## src/sv/rlcs_pkg.sv

```systemverilog
`timescale 1ns / 1ps

package rlcs_pkg;

    localparam int TICK_W = 16;
    localparam int CHAN_W = 8;
    localparam int WORD_W = 3 * CHAN_W;
    localparam int BIT_W  = 5;
    localparam int CFG_IDX_W = 3;

    localparam logic [BIT_W-1:0] LAST_BIT = 5'd23;

    localparam logic [1:0] PH_IDLE  = 2'd0;
    localparam logic [1:0] PH_HIGH  = 2'd1;
    localparam logic [1:0] PH_LOW   = 2'd2;
    localparam logic [1:0] PH_LATCH = 2'd3;

    localparam logic [CFG_IDX_W-1:0] REG_ONE_HIGH  = 3'd0;
    localparam logic [CFG_IDX_W-1:0] REG_ONE_LOW   = 3'd1;
    localparam logic [CFG_IDX_W-1:0] REG_ZERO_HIGH = 3'd2;
    localparam logic [CFG_IDX_W-1:0] REG_ZERO_LOW  = 3'd3;
    localparam logic [CFG_IDX_W-1:0] REG_LATCH_GAP = 3'd4;

    localparam logic [TICK_W-1:0] RST_ONE_HIGH  = 16'd100;
    localparam logic [TICK_W-1:0] RST_ONE_LOW   = 16'd70;
    localparam logic [TICK_W-1:0] RST_ZERO_HIGH = 16'd35;
    localparam logic [TICK_W-1:0] RST_ZERO_LOW  = 16'd120;
    localparam logic [TICK_W-1:0] RST_LATCH_GAP = 16'd12000;

    typedef struct packed {
        logic              done;
        logic [CHAN_W-1:0] quotient;
    } div_stat_t;

    function automatic logic [TICK_W-1:0] at_least_one(input logic [TICK_W-1:0] v);
        at_least_one = (v == '0) ? TICK_W'(1) : v;
    endfunction

endpackage

```

## src/sv/rgb_led_chain_serializer.sv

```systemverilog
`timescale 1ns / 1ps

// Single-wire RGB LED chain serializer.
// Input channel (in_valid/in_ready): mode 0 is one tick of line time, mode 1
// a color request (red_in, green_in, blue_in). Every input beat gives exactly
// one output beat (out_valid/out_ready) carrying line_level, busy_res and
// frame_done. Ticks and requests that arrive while a frame is busy answer
// directly and may follow back to back while the receiver takes each beat;
// the output register lets a new beat in while the previous result drains.
// A color request taken while idle with a nonzero peak is scaled to
// channel*255/peak by one shared restoring divider, eight steps per channel,
// three channels in turn: in_ready stays low until the result beat is
// registered. A request whose channels are all zero skips the divider and
// is answered directly.
// Configuration (cfg_valid/cfg_ready/cfg_index/cfg_data) is always ready;
// indexes above four are dropped. New timing values apply at the next phase.
// Reset clears the frame to idle and the timing registers to their defaults.
// A stalled receiver holds the output beat and in_ready drops until it is
// taken; no beat is lost.
module rgb_led_chain_serializer
#(
    parameter int LED_COUNT = 8
)
(
    input  logic                             clk,
    input  logic                             rst_n,
    input  logic                             in_valid,
    output logic                             in_ready,
    input  logic                             mode,
    input  logic [rlcs_pkg::CHAN_W-1:0]      red_in,
    input  logic [rlcs_pkg::CHAN_W-1:0]      green_in,
    input  logic [rlcs_pkg::CHAN_W-1:0]      blue_in,
    output logic                             out_valid,
    input  logic                             out_ready,
    output logic                             line_level,
    output logic                             busy_res,
    output logic                             frame_done,
    input  logic                             cfg_valid,
    output logic                             cfg_ready,
    input  logic [rlcs_pkg::CFG_IDX_W-1:0]   cfg_index,
    input  logic [rlcs_pkg::TICK_W-1:0]      cfg_data
);

    localparam int LED_W = $clog2(LED_COUNT + 1);
    localparam logic [LED_W-1:0] LED_LAST = LED_W'(LED_COUNT);

    localparam logic [1:0] SQ_IDLE = 2'd0;
    localparam logic [1:0] SQ_DIV  = 2'd1;
    localparam logic [1:0] SQ_EMIT = 2'd2;

    localparam int CW = rlcs_pkg::CHAN_W;
    localparam int TW = rlcs_pkg::TICK_W;
    localparam int BW = rlcs_pkg::BIT_W;

    logic [TW-1:0] one_high_reg;
    logic [TW-1:0] one_low_reg;
    logic [TW-1:0] zero_high_reg;
    logic [TW-1:0] zero_low_reg;
    logic [TW-1:0] latch_gap_reg;

    logic [1:0]    sq_reg;
    logic [1:0]    sq_next;
    logic [1:0]    ch_reg;
    logic [1:0]    ch_next;
    logic [CW-1:0] g_reg;
    logic [CW-1:0] g_next;
    logic [CW-1:0] b_reg;
    logic [CW-1:0] b_next;
    logic [CW-1:0] peak_reg;
    logic [CW-1:0] peak_next;
    logic [CW-1:0] sr_reg;
    logic [CW-1:0] sr_next;
    logic [CW-1:0] sg_reg;
    logic [CW-1:0] sg_next;
    logic [CW-1:0] sb_reg;
    logic [CW-1:0] sb_next;

    logic [1:0]                     phase_reg;
    logic [1:0]                     phase_next;
    logic [TW-1:0]                  tick_reg;
    logic [TW-1:0]                  tick_next;
    logic [BW-1:0]                  bit_reg;
    logic [BW-1:0]                  bit_next;
    logic [LED_W-1:0]               led_reg;
    logic [LED_W-1:0]               led_next;
    logic [rlcs_pkg::WORD_W-1:0]    pixel_reg;
    logic [rlcs_pkg::WORD_W-1:0]    pixel_next;

    logic out_valid_reg;
    logic out_valid_next;
    logic level_reg;
    logic level_next;
    logic busy_reg;
    logic busy_next;
    logic done_reg;
    logic done_next;

    logic                          slot_free;
    logic                          accept;
    logic [CW-1:0]                 peak_in;
    logic                          req_scale;
    logic                          req_plain;
    logic                          emit;
    logic [rlcs_pkg::WORD_W-1:0]   start_word;
    logic [TW-1:0]                 tick_dec;
    logic                          bit_wrap;
    logic [BW-1:0]                 bit_adv;
    logic [LED_W-1:0]              led_adv;
    logic                          cur_bit;
    logic                          adv_bit;
    logic                          div_start;
    logic [CW-1:0]                 div_chan;
    logic [2*CW-1:0]               div_num;
    logic [CW-1:0]                 div_den;
    rlcs_pkg::div_stat_t           div_stat;

    assign slot_free = !out_valid_reg || out_ready;
    assign in_ready  = (sq_reg == SQ_IDLE) && slot_free;
    assign accept    = in_valid && in_ready;
    assign cfg_ready = 1'b1;

    always_comb
    begin
        peak_in = red_in;
        if (green_in > peak_in)
        begin
            peak_in = green_in;
        end
        if (blue_in > peak_in)
        begin
            peak_in = blue_in;
        end
    end

    assign req_scale = accept && mode && (phase_reg == rlcs_pkg::PH_IDLE) && (peak_in != '0);
    assign req_plain = accept && mode && (phase_reg == rlcs_pkg::PH_IDLE) && (peak_in == '0);
    assign emit      = (sq_reg == SQ_EMIT) && slot_free;
    assign start_word = emit ? {sg_reg, sr_reg, sb_reg} : {green_in, red_in, blue_in};

    assign div_start = req_scale
                    || ((sq_reg == SQ_DIV) && div_stat.done && (ch_reg != 2'd2));
    assign div_chan  = (sq_reg == SQ_IDLE) ? red_in : ((ch_reg == 2'd0) ? g_reg : b_reg);
    assign div_den   = (sq_reg == SQ_IDLE) ? peak_in : peak_reg;
    assign div_num   = {div_chan, CW'(0)} - {CW'(0), div_chan};

    rlcs_div u_div
    (
        .clk   (clk),
        .rst_n (rst_n),
        .start (div_start),
        .num   (div_num),
        .den   (div_den),
        .stat  (div_stat)
    );

    assign tick_dec = (tick_reg != '0) ? (tick_reg - TW'(1)) : '0;
    assign bit_wrap = (bit_reg == rlcs_pkg::LAST_BIT);
    assign bit_adv  = bit_wrap ? '0 : (bit_reg + BW'(1));
    assign led_adv  = bit_wrap ? (led_reg + LED_W'(1)) : led_reg;
    assign cur_bit  = pixel_reg[rlcs_pkg::LAST_BIT - bit_reg];
    assign adv_bit  = pixel_reg[rlcs_pkg::LAST_BIT - bit_adv];

    always_comb
    begin
        sq_next    = sq_reg;
        ch_next    = ch_reg;
        g_next     = g_reg;
        b_next     = b_reg;
        peak_next  = peak_reg;
        sr_next    = sr_reg;
        sg_next    = sg_reg;
        sb_next    = sb_reg;
        phase_next = phase_reg;
        tick_next  = tick_reg;
        bit_next   = bit_reg;
        led_next   = led_reg;
        pixel_next = pixel_reg;
        out_valid_next = out_valid_reg && !out_ready;
        level_next = level_reg;
        busy_next  = busy_reg;
        done_next  = done_reg;

        if (req_plain || emit)
        begin
            pixel_next = start_word;
            bit_next   = '0;
            led_next   = '0;
            phase_next = rlcs_pkg::PH_HIGH;
            tick_next  = rlcs_pkg::at_least_one(start_word[rlcs_pkg::WORD_W-1]
                                                ? one_high_reg : zero_high_reg);
            out_valid_next = 1'b1;
            level_next = 1'b1;
            busy_next  = 1'b1;
            done_next  = 1'b0;
            sq_next    = SQ_IDLE;
        end
        else if (req_scale)
        begin
            g_next    = green_in;
            b_next    = blue_in;
            peak_next = peak_in;
            ch_next   = 2'd0;
            sq_next   = SQ_DIV;
        end
        else if (accept)
        begin
            out_valid_next = 1'b1;
            level_next = (phase_reg == rlcs_pkg::PH_HIGH);
            busy_next  = (phase_reg != rlcs_pkg::PH_IDLE);
            done_next  = 1'b0;
            if (!mode && (phase_reg != rlcs_pkg::PH_IDLE))
            begin
                tick_next = tick_dec;
                if (tick_dec == '0)
                begin
                    case (phase_reg)
                        rlcs_pkg::PH_HIGH:
                        begin
                            phase_next = rlcs_pkg::PH_LOW;
                            tick_next  = rlcs_pkg::at_least_one(cur_bit ? one_low_reg
                                                                        : zero_low_reg);
                        end
                        rlcs_pkg::PH_LOW:
                        begin
                            bit_next = bit_adv;
                            led_next = led_adv;
                            if (led_adv >= LED_LAST)
                            begin
                                phase_next = rlcs_pkg::PH_LATCH;
                                tick_next  = rlcs_pkg::at_least_one(latch_gap_reg);
                            end
                            else
                            begin
                                phase_next = rlcs_pkg::PH_HIGH;
                                tick_next  = rlcs_pkg::at_least_one(adv_bit ? one_high_reg
                                                                            : zero_high_reg);
                            end
                        end
                        rlcs_pkg::PH_LATCH:
                        begin
                            done_next  = 1'b1;
                            phase_next = rlcs_pkg::PH_IDLE;
                            bit_next   = '0;
                            led_next   = '0;
                        end
                        default:
                        begin
                            phase_next = rlcs_pkg::PH_IDLE;
                        end
                    endcase
                end
            end
        end

        if ((sq_reg == SQ_DIV) && div_stat.done)
        begin
            case (ch_reg)
                2'd0:
                begin
                    sr_next = div_stat.quotient;
                    ch_next = 2'd1;
                end
                2'd1:
                begin
                    sg_next = div_stat.quotient;
                    ch_next = 2'd2;
                end
                default:
                begin
                    sb_next = div_stat.quotient;
                    sq_next = SQ_EMIT;
                end
            endcase
        end
    end

    always_ff @(posedge clk or negedge rst_n)
    begin
        if (!rst_n)
        begin
            one_high_reg  <= rlcs_pkg::RST_ONE_HIGH;
            one_low_reg   <= rlcs_pkg::RST_ONE_LOW;
            zero_high_reg <= rlcs_pkg::RST_ZERO_HIGH;
            zero_low_reg  <= rlcs_pkg::RST_ZERO_LOW;
            latch_gap_reg <= rlcs_pkg::RST_LATCH_GAP;
        end
        else if (cfg_valid && cfg_ready)
        begin
            case (cfg_index)
                rlcs_pkg::REG_ONE_HIGH:  one_high_reg  <= cfg_data;
                rlcs_pkg::REG_ONE_LOW:   one_low_reg   <= cfg_data;
                rlcs_pkg::REG_ZERO_HIGH: zero_high_reg <= cfg_data;
                rlcs_pkg::REG_ZERO_LOW:  zero_low_reg  <= cfg_data;
                rlcs_pkg::REG_LATCH_GAP: latch_gap_reg <= cfg_data;
                default: ;
            endcase
        end
    end

    always_ff @(posedge clk or negedge rst_n)
    begin
        if (!rst_n)
        begin
            sq_reg        <= SQ_IDLE;
            ch_reg        <= 2'd0;
            phase_reg     <= rlcs_pkg::PH_IDLE;
            tick_reg      <= '0;
            bit_reg       <= '0;
            led_reg       <= '0;
            pixel_reg     <= '0;
            out_valid_reg <= 1'b0;
        end
        else
        begin
            sq_reg        <= sq_next;
            ch_reg        <= ch_next;
            phase_reg     <= phase_next;
            tick_reg      <= tick_next;
            bit_reg       <= bit_next;
            led_reg       <= led_next;
            pixel_reg     <= pixel_next;
            out_valid_reg <= out_valid_next;
        end
    end

    always_ff @(posedge clk)
    begin
        g_reg     <= g_next;
        b_reg     <= b_next;
        peak_reg  <= peak_next;
        sr_reg    <= sr_next;
        sg_reg    <= sg_next;
        sb_reg    <= sb_next;
        level_reg <= level_next;
        busy_reg  <= busy_next;
        done_reg  <= done_next;
    end

    assign out_valid  = out_valid_reg;
    assign line_level = level_reg;
    assign busy_res   = busy_reg;
    assign frame_done = done_reg;

endmodule

```

## src/sv/rlcs_div.sv

```systemverilog
`timescale 1ns / 1ps

module rlcs_div
(
    input  logic                          clk,
    input  logic                          rst_n,
    input  logic                          start,
    input  logic [2*rlcs_pkg::CHAN_W-1:0] num,
    input  logic [rlcs_pkg::CHAN_W-1:0]   den,
    output rlcs_pkg::div_stat_t           stat
);

    logic [3:0]                   cnt_reg;
    logic [3:0]                   cnt_next;
    logic                         done_reg;
    logic                         done_next;
    logic [rlcs_pkg::CHAN_W-1:0]  rem_reg;
    logic [rlcs_pkg::CHAN_W-1:0]  rem_next;
    logic [rlcs_pkg::CHAN_W-1:0]  quo_reg;
    logic [rlcs_pkg::CHAN_W-1:0]  quo_next;
    logic [rlcs_pkg::CHAN_W-1:0]  den_reg;
    logic [rlcs_pkg::CHAN_W-1:0]  den_next;
    logic [rlcs_pkg::CHAN_W:0]    trial;
    logic [rlcs_pkg::CHAN_W:0]    diff;
    logic                         fits;

    assign trial = {rem_reg, quo_reg[rlcs_pkg::CHAN_W-1]};
    assign diff  = trial - {1'b0, den_reg};
    assign fits  = (trial >= {1'b0, den_reg});

    always_comb
    begin
        cnt_next  = cnt_reg;
        done_next = 1'b0;
        rem_next  = rem_reg;
        quo_next  = quo_reg;
        den_next  = den_reg;
        if (start)
        begin
            rem_next = num[2*rlcs_pkg::CHAN_W-1:rlcs_pkg::CHAN_W];
            quo_next = num[rlcs_pkg::CHAN_W-1:0];
            den_next = den;
            cnt_next = 4'(rlcs_pkg::CHAN_W);
        end
        else if (cnt_reg != 4'd0)
        begin
            rem_next  = fits ? diff[rlcs_pkg::CHAN_W-1:0] : trial[rlcs_pkg::CHAN_W-1:0];
            quo_next  = {quo_reg[rlcs_pkg::CHAN_W-2:0], fits};
            cnt_next  = cnt_reg - 4'd1;
            done_next = (cnt_reg == 4'd1);
        end
    end

    always_ff @(posedge clk or negedge rst_n)
    begin
        if (!rst_n)
        begin
            cnt_reg  <= 4'd0;
            done_reg <= 1'b0;
        end
        else
        begin
            cnt_reg  <= cnt_next;
            done_reg <= done_next;
        end
    end

    always_ff @(posedge clk)
    begin
        rem_reg <= rem_next;
        quo_reg <= quo_next;
        den_reg <= den_next;
    end

    assign stat.done     = done_reg;
    assign stat.quotient = quo_reg;

endmodule

```

## config.mk

```make
export PLATFORM = sky130hd
export DESIGN_NAME = rgb_led_chain_serializer
export DESIGN_NICKNAME = d
export VERILOG_FILES = /design/src/sv/rlcs_pkg.sv /design/src/sv/rgb_led_chain_serializer.sv /design/src/sv/rlcs_div.sv
export SDC_FILE = /design/constraint.sdc
export NUM_CORES = 1
export LEC_CHECK = 0
export ABC_AREA = 1
export BUFFER_PORTS_ARGS = -buffer_cell sky130_fd_sc_hd__buf_4
export CORE_ASPECT_RATIO = 1.4
export CORE_MARGIN = 5
export CORE_UTILIZATION = 40
export CTS_CLUSTER_SIZE = 14
export DETAILED_ROUTE_END_ITERATION = 12
export GPL_TIMING_DRIVEN = 0
export HOLD_SLACK_MARGIN = 0.02
export PLACE_DENSITY_LB_ADDON = 0.2
export SYNTH_ARGS = -nofsm -noshare
export SYNTH_HDL_FRONTEND = slang
export SYNTH_HIERARCHICAL = 1
export SYNTH_SLANG_ARGS = --single-unit
```

## constraint.sdc

```tcl
create_clock -name clk -period 3.24 [get_ports clk]
set_input_delay 0.324 -clock clk [delete_from_list [all_inputs] [get_ports clk]]
set_output_delay 0.324 -clock clk [all_outputs]
set_load 0.01 [all_outputs]
```

Word level (Yosys, flattened, before mapping)
Cells that the tools add are included. W data, S select, Z words.

Input bits: 49. Bits in registers: 216. Output and inout port bits: 6. Word-level logic and storage cells: 177.

Equality and inequality tests: 14. Bitwise operators: 3. $add $sub $neg: 8. Reductions and logical operators: 50. Muxes and demuxes: 69. Magnitude comparators: 6.

Operator list (number): $mux W16 (14); $logic_not A16 Y1 (5); $mux W8 (10); $mux W4 (8); $pmux W16 S2 (1); $mux W5 (6); $mux W2 (13); $mux W24 (1); $reduce_and A2 Y1 (10); $gt A8 B8 Y1 (2); $reduce_bool A16 Y1 (1); $sub A16 B1 Y16 const B (1); $sub A16 B8 Y16 (1); $lt A5 B6 Y1 const B (2); $logic_and A1 B1 Y1 (11); $bmux W1 S5 (2); $mux W1 (10); $pmux W5 S2 (1); $reduce_bool A2 Y1 (5); $sub A5 B5 Y5 const A (2); $ge A9 B8 Y1 (1); $logic_not A8 Y1 (1); $pmux W2 S2 (2); $pmux W4 S2 (1); 26 further kinds (39).

Logic depth before layout (Yosys ltp)
Gate-level depths: netlist of run 1.

Depth in word-level cells: 15. Gate-level depth with buffers: 31. Mapped depth without buffers: 27.

By module
The synthesis of run 1 kept the hierarchy.

Modules (own cells, without submodules): rgb_led_chain_serializer (cells an instance 1396, sequential area each 4929.7 um^2, area each 10801.6 um^2, times used 1); rlcs_div (cells an instance 207, sequential area each 845.8 um^2, area each 1774.2 um^2, times used 1).

Worst setup path after synthesis of run 1
OpenSTA, ideal clock, no wires.

Path kind: input port to flip-flop. Start point: input red_in[5] (netlist bit). End point: register u_div/quo_reg[0] (netlist bit) (enable). Data required time: 2813 ps. Setup slack: -1268 ps. Stages: 27. Buffers on the path: 3. Library setup time: 427 ps. Data arrival time: 4081 ps. Cells stage by stage: inv_1 -> ha_1 -> a21oi_1 -> nor2_1 -> o21ai_1 -> nand3b_2 -> nand2_4 -> buf_8 -> nand2_1 -> and2_1 -> ha_1 -> a21oi_1 -> o21ai_1 -> nand2_1 -> o211ai_2 -> nand2_2 -> buf_2 -> or2_2 -> nand2_2 -> nand2_1 -> nor2_4 -> nand2_1 -> nand2_1 -> nand2_1 -> clkbuf_1 -> inv_1 -> nand3_1.

Cells in the longest elaborated chain, start to end: 8.

Ends and longest elaborated chain: start: declaration (RTL line rgb_led_chain_serializer.sv:30) `input logic [rlcs_pkg::CHAN_W-1:0] red_in,`; $gt A8 B8 Y1 (RTL line rgb_led_chain_serializer.sv:125) `if (green_in > peak_in)`; $mux W8 * (RTL line rgb_led_chain_serializer.sv:125); $gt A8 B8 Y1 (RTL line rgb_led_chain_serializer.sv:129) `if (blue_in > peak_in)`; $mux W8 * (RTL line rgb_led_chain_serializer.sv:129); $reduce_bool A8 Y1 * (RTL line rgb_led_chain_serializer.sv:135) `assign req_scale = accept && mode && (phase_reg == rlcs_pkg::PH_IDLE) && (peak_in != '0);`; $logic_and A1 B1 Y1 * (RTL line rgb_led_chain_serializer.sv:135); $logic_or A1 B1 Y1 * (RTL line rgb_led_chain_serializer.sv:141) `|| ((sq_reg == SQ_DIV) && div_stat.done && (ch_reg != 2'd2));`; named net div_start (RTL line rgb_led_chain_serializer.sv:111) `logic div_start;`; $reduce_bool A2 Y1 (no source line) *; end signal: assignment (RTL line rlcs_div.sv:71) `quo_reg <= quo_next;`; end: declaration (RTL line rlcs_div.sv:19) `logic [rlcs_pkg::CHAN_W-1:0] quo_reg;`.

Mark *: on every way through the listed nets, which the timed path passes. The rest lies on a longest branch. A chain may end at the register's enable or synchronous reset.

Worst setup path after layout of run 1
Start point: input red_in[4] (netlist bit). End point: register u_div/rem_reg[5] (netlist bit) (data pin).

Cells in the longest elaborated chain, start to end: 8. Elaborated cells on any way between the ends: 10. Classes of those cells: add/sub (1); order compare (2); mux (4); reduce/logical (3).

Ends and longest elaborated chain: $gt A8 B8 Y1 (RTL line rgb_led_chain_serializer.sv:125); $mux W8 * (RTL line rgb_led_chain_serializer.sv:125); $gt A8 B8 Y1 (RTL line rgb_led_chain_serializer.sv:129); $mux W8 * (RTL line rgb_led_chain_serializer.sv:129); $reduce_bool A8 Y1 * (RTL line rgb_led_chain_serializer.sv:135); $logic_and A1 B1 Y1 * (RTL line rgb_led_chain_serializer.sv:135); $logic_or A1 B1 Y1 * (RTL line rgb_led_chain_serializer.sv:141); named net div_start (RTL line rgb_led_chain_serializer.sv:111); $mux W8 * (RTL line rlcs_div.sv:38) `if (start)`; named net u_div.rem_next, one bit (RTL line rlcs_div.sv:18) `logic [rlcs_pkg::CHAN_W-1:0] rem_next;`; end signal: assignment (RTL line rlcs_div.sv:70) `rem_reg <= rem_next;`; end: declaration (RTL line rlcs_div.sv:17) `logic [rlcs_pkg::CHAN_W-1:0] rem_reg;`.

Marked as above.

==> results of run 1 <==
[cells in the final DEF, fill, tap and decap left out, types with 10 or more instances in the layout]
| cell type | instances |
|---|---|
| clkbuf_1 | 28 |
| o211ai_1 | 17 |
| o21ai_0 | 107 |
| nand4_1 | 10 |
| ha_1 | 29 |
| nand2_4 | 20 |
| dfrtp_1 | 121 |
| nand3_1 | 136 |
| dlygate4sd3_1 | 15 |
| buf_4 | 89 |
| inv_1 | 131 |
| inv_2 | 10 |
| nor2_2 | 10 |
| buf_6 | 20 |
| o21ai_1 | 20 |
| nand2_1 | 501 |
| buf_2 | 11 |
| nor2_1 | 101 |
| a21oi_1 | 47 |
| xor2_1 | 13 |
| nand2_2 | 35 |
| a31oi_1 | 17 |
| dfstp_2 | 20 |
| clkbuf_16 | 28 |
| edfxtp_1 | 72 |
[power by group]
part	total (µW)	switching, µW	leakage, µW	internal (µW)
Combinational	1230	748	0.00458	482
Clock	2880	1160	0.000399	1720
Sequential	3200	148	0.00240	3050
Total	7310	2060	0.00738	5250
[logic make-up (layout without fill, tap and decap cells)]
family	after synthesis	after routing	synth area share
AO/OA/AOI/OAI	236	236	0.104
XOR/XNOR	19	19	0.0132
adder cells (fa/ha/maj)	37	37	0.0374
buffers and inverters	213	382	0.0744
flip-flops	216	216	0.459
multiplexers	9	9	0.00786
other	1	1	0.000298
AND/OR/NAND/NOR	872	873	0.303
[how the worst max path moves through the flow]
stage,startpoint,endpoint,slack [ns],depth (start not counted)
2_1_floorplan,green_in[5],u_div/quo_reg[0]$_DFFE_PP_,-0.49,27
3_3_place_gp,red_in[5],u_div/quo_reg[4]$_DFFE_PP_,-1.33,28
3_5_place_dp,red_in[5],u_div/cnt_reg[1]$_DFFE_PN0P_,-1.37,29
4_1_cts,red_in[4],u_div/rem_reg[5]$_DFFE_PP_,-0.31,29
5_1_grt,red_in[5],u_div/rem_reg[5]$_DFFE_PP_,-0.49,30
6_report,red_in[4],u_div/rem_reg[5]$_DFFE_PP_,-0.35,29
[final cells by class]
| type | count | area share |
|---|---|---|
| Clock buffer | 30 | 0.0432 |
| Clock inverter | 15 | 0.00967 |
| Tap cell | 390 | 0.0312 |
| Timing Repair inverter | 2 | 0.000959 |
| Buffer | 61 | 0.0296 |
| Sequential cell | 216 | 0.369 |
| Inverter | 152 | 0.0394 |
| Timing Repair Buffer | 122 | 0.0751 |
| Multi-Input combinational cell | 1175 | 0.402 |
[per-stage QoR]
stage          setup slack, ns  utilization  cell area, µm²  std cells
2_1_floorplan           -0.490            -           12800       1603
3_3_place_gp             -1.33        0.441           13600       2046
3_5_place_dp             -1.37        0.442           13700       2047
4_1_cts                 -0.314        0.500           15400       2152
5_1_grt                 -0.486        0.507           15700       2163
6_report                -0.354        0.507           15700       2163
[routing by layer]
layer | wire, µm | global-route usage | vias to the layer above | share of wire
met5 | 0 | 0 | - | 0
met4 | 1950 | 0.112 | 0 | 0.050
met3 | 1560 | 0.0258 | 97 | 0.040
met2 | 20600 | 0.411 | 297 | 0.53
met1 | 14700 | 0.240 | 5355 | 0.38
li1 | - | - | 5574 | -
[critical path: cells and delay by family]
kind,cells,cell delay [ns]
buf+inv,8,1.00
simple gates,17,1.83
compound gates,2,0.14
fa+ha+maj,2,0.57
[what timing repair did]
item                                    CTS  global route
hold endpoints to repair                 80             1
setup buffers                            38            10
resized for setup                        88            35
gates cloned                              8             1
pin swaps                                33            25
endpoints found under the setup margin  127           127
hold buffers                             14             1
==> metrics, run 1 <==
EDFF count, synth=72; Fin Setup TNS=-32.32 ns; hold_sp=green_in[1]; failing checks=setup timing; WS Path Type=in -> reg; Max-slew headroom=0.381; gr usage total=0.218; FFs w/ async S/R, synth=0.653; cell with the most instances after synthesis=nand2_1; drc violations=0; CTS H-tree depth=1; row count=76; critical path fanouts, max=8; total grt overflow=0; Slew Limit Fails=0; Setup crit end kind=flop; crit path max-delay cell type=ha_4; Lkg Pwr=approximately 0.0074 µW; HPWL after DPL=28,400 µm; Die Y=220 µm; Worst Skew=0.00633 ns; top cells by area, synth=dfrtp_1 24%, edfxtp_1 17%, nand2_1 16%; synth unique cells=56; TritonCTS Buffers=25; register area share after synthesis=0.459; Most common cell on crit path=nand2_4; FF-to-FF Start=sq_reg[0]$_DFF_PN0_; FF/Latch Area=roughly 0.0058 mm²; DRT iter0 DRCs=699; port bufs=53; Hold Path Class=in -> reg; post-synthesis cell count=1,603; post-synth top area share=0.241; Die X=160 µm; status=finished, violations left; max incr delay on CP=between 0.2 and 0.3 ns; max cap viols=0; first-pass iteration count of the detailed router=5; CTS max path bufs=3; Power Total=7310 µW; Period minus WS final=3.59 ns; critical path startpoint category=input port; layout cells sized above 1=0.200; PwrDens=467 mW/mm²; Post-Synthesis Net Count=1,689; most frequent cells after synthesis=541 x nand2_1, 142 x inv_1, 138 x nand3_1, 121 x dfrtp_1, 114 x o21ai_0; Largest register FFs=24; hold endpoint=g_reg[1]$_DFFE_PP_; largest net degree at the start of global routing=79; register bit total from synthesis=216; GP Congestion=between 0.8 and 0.9; antenna violations before repair=0; first-pass GRT wire length=60,600 µm; Syn. warnings=6; Detail Route Antenna Nets=0; synth-to-layout area growth=24.5%; die area=0.0351 mm²; worst hold margin=0.0433 ns; I/O Pins=55; DRT Wirelength=just under 40,000 µm; Final Hold Fails=0; reg2reg setup slack=-0.20 ns; Ant. Diodes=0; hold path depth=1; CTS clk-pin slew, worst paths=0.06 ns; period utilisation layout=1.11; root cell of the clock tree=clkbuf_16; Worst-Margin Slew=just over 0.9 ns; fill cell total of the finished layout=between 2,000 and 3,000; VDD IR max=0.000358 V; Cell Area, Synth=between 0.01 and 0.015 mm²; CP required=between 3 and 4 ns; PnR worst setup slack=-0.354 ns; insertion delay to the later sink of the worst-skew pair=~0.53 ns; drt wl/cell=17.9 µm; R2R cell count=16; Core Area=0.0309 mm²; RSZ-0062 raised after global routing=yes; final setup vio count=127; Vias/cell=between 5 and 6; # clock sinks=roughly 220; dominant cell type by area after synthesis=dfrtp_1; Final nets=1,841; Fmax=278 MHz; Arr. time, crit path=3.88 ns; Primary FF master, synth=dfrtp_1; vias in the first global route=~11,000; Initial Util=0.407; multi-input logic area=about 0.0063 mm²; Syn Area/Cell=7.85 µm²; RR Endpoint=u_div/rem_reg[6]$_DFFE_PP_; via count=about 11,000; CTS tree=yes
(Power assumes the default switching activity.)
==> inputs of run 2 (changes only) <==
Settings changed: CELL_PAD_IN_SITES_DETAIL_PLACEMENT set to 0, CELL_PAD_IN_SITES_GLOBAL_PLACEMENT set to 2, CORE_UTILIZATION 40 to 38.
==> run 2 against run 1 <==
The flow still finishes with violations (setup timing); global-route usage grew 1.6 points; largest power group unchanged; maximum frequency shrank 0.97%; sequential cell count stayed put; largest cell class unchanged; count of clock-buffer cells in the layout increased by 2; non-clock buffer count down 17; final cell count grew 1.6%; utilization down 2.1 points; total power hardly changed; setup slack got worse by 0.035 ns; first-iteration DRC count is 0.29% higher; hold slack worse by 0.0022 ns; combinational power is essentially flat.
==> metrics, run 2 (synthesized netlist as in run 1, its figures left out) <==
multi-input logic area=0.00652 mm²; port bufs=53; CTS clk-pin slew, worst paths=around 0.06 ns; # clock sinks=216; die area=0.0369 mm²; crit-path leading delay family=simple AND/OR/NAND/NOR gates; fill cell total of the finished layout=3,251; Final Hold Fails=0; drt wl/cell=approximately 20 µm; Hold Path Class=in -> reg; reg2reg setup slack=-0.18 ns; max cap viols=0; Largest register FFs=24; Max-slew headroom=0.408; CTS max path bufs=3; VDD IR max=0.000356 V; max incr delay on CP=0.26 ns; gr usage total=0.233; hold path depth=1; Final nets=between 1,500 and 2,000; PnR worst setup slack=-0.389 ns; Fin Setup TNS=-38.13 ns; worst hold margin=0.0412 ns; row count=78; WS Path Type=in -> reg; # placed instances=approximately 2,100; R2R cell count=15; critical path fanouts, max=8; status=finished, violations left; Die X=around 160 µm; commonest non-fill, non-tap cells in the layout=506 x nand2_1, 132 x inv_1, 121 x dfrtp_1; critical path startpoint category=input port; layout cells sized above 1=0.212; Arr. time, crit path=4.05 ns; Fmax=276 MHz; vias in the first global route=11,300; via count=between 10,000 and 15,000; failing checks=setup timing; root cell of the clock tree=clkbuf_16; Setup crit end kind=flop; most common cell after layout, fill and taps aside=nand2_1; Vias/cell=5.09; Period minus WS final=3.63 ns; TritonCTS Buffers=25; Core Area=0.0326 mm²; total grt overflow=0; PwrDens=between 400 and 500 mW/mm²; Ant. Diodes=0; DRT iter0 DRCs=701; CTS H-tree depth=1; Detail Route Antenna Nets=0; HPWL after DPL=roughly 32,000 µm; period utilisation layout=1.12; final setup vio count=127; RSZ-0062 raised after global routing=yes; final instance area=0.0158 mm²; Worst Skew=0.0148 ns; DRT Wirelength=42,900 µm; I/O Pins=55; Post-DP Area=0.0137 mm²; first-pass iteration count of the detailed router=5; hold endpoint=g_reg[1]$_DFFE_PP_; final std cells w/o fill=about 2,200; synth-to-layout area growth=25.9%; FF-to-FF Start=sq_reg[0]$_DFF_PN0_; worst slack, placed=-1.47 ns; drc violations=0; FF/Latch Area=0.00578 mm²; crit path max-delay cell type=ha_4; Die Y=225 µm; Initial Util=0.386; Most common cell on crit path=nand2_4; CTS tree=yes; GP Congestion=between 0.9 and 1; Lkg Pwr=0.00737 µW; Slew Limit Fails=0; first-pass GRT wire length=65,600 µm; RR Endpoint=u_div/rem_reg[6]$_DFFE_PP_; Worst-Margin Slew=between 0.8 and 0.9 ns; largest net degree at the start of global routing=81; hold_sp=green_in[1]; insertion delay to the later sink of the worst-skew pair=0.54 ns; CP Buf/Inv Count=8; CP required=3.66 ns; antenna violations before repair=0
[run 2: changes by cell type in the layout (fill, tap and decap cells not counted), moves of 4 or more]
cell,change
nor2_4,+6
or2_4,-4
nand3_2,+15
buf_4,-10
nand3_1,-16
nor2_1,-12
buf_6,-6
nand2_2,-6
nand2_1,+5
nor2_2,+6
or2_2,+4
[run 2: final cells by class]
cell class	instances	area share
multi-input combinational	1176	0.412
sequential	216	0.365
timing repair buffer	105	0.0653
clock buffer	32	0.0444
inverter	152	0.0401
tap	440	0.0348
buffer	61	0.0297
clock inverter	14	0.00854
timing repair inverter	1	0.000474
[run 2: how the worst max path moves through the flow]
stage                      from                         end  slack (ns)  cells past startpoint
CTS                   red_in[4]  u_div/quo_reg[0]$_DFFE_PP_       -0.41                     29
detailed placement    red_in[1]  u_div/rem_reg[1]$_DFFE_PP_       -1.47                     28
floorplan           green_in[5]  u_div/quo_reg[0]$_DFFE_PP_       -0.49                     27
global placement      red_in[2]  u_div/rem_reg[1]$_DFFE_PP_       -1.42                     28
finish                red_in[1]    tick_reg[13]$_DFFE_PN0P_       -0.39                     30
global route          red_in[1]  u_div/quo_reg[0]$_DFFE_PP_       -0.56                     30
[run 2: repair_timing]
action / CTS / global route
buffers inserted: 29 / 3
hold buffers: 12 / 0
resized for setup: 62 / 88
pin swaps: 20 / 25
gates cloned: 7 / 3
endpoints found under the setup margin: 127 / 127
endpoints found under the hold margin: 60 / 0
[run 2: through the flow]
stage	power (µW)	utilization
2_1_floorplan	3890	-
3_3_place_gp	4290	0.420
3_5_place_dp	4310	0.421
4_1_cts	7360	0.471
5_1_grt	7660	0.486
6_report	7320	0.486
[run 2: worst register-to-register path, cell delays in order, from the launching register on]
cell and delay [ns]:
dfrtp_1 0.39, nor2_1 0.29, inv_1 0.10, clkbuf_1 0.24, o21ai_0 0.75, inv_1 0.28, ha_1 0.28, inv_1 0.07
nor2_1 0.05, inv_1 0.11, nor3_1 0.06, nand2_1 0.13, xnor2_1 0.16, a21oi_1 0.08, nand2_2 0.12, nand2_1 0.05
[run 2: metal layers]
layer	vias to the layer above	wire, µm	track usage
met3	100	1440	0.0205
met4	0	2390	0.113
li1	5552	-	-
met2	262	23300	0.450
met5	-	0	0
met1	5269	15700	0.251
[run 2: power breakdown]
group	switching [µW]	leakage (µW)	internal, µW	total [µW]
Sequential	142	0.00240	3050	3190
Clock	1210	0.000404	1700	2910
Combinational	750	0.00457	463	1210
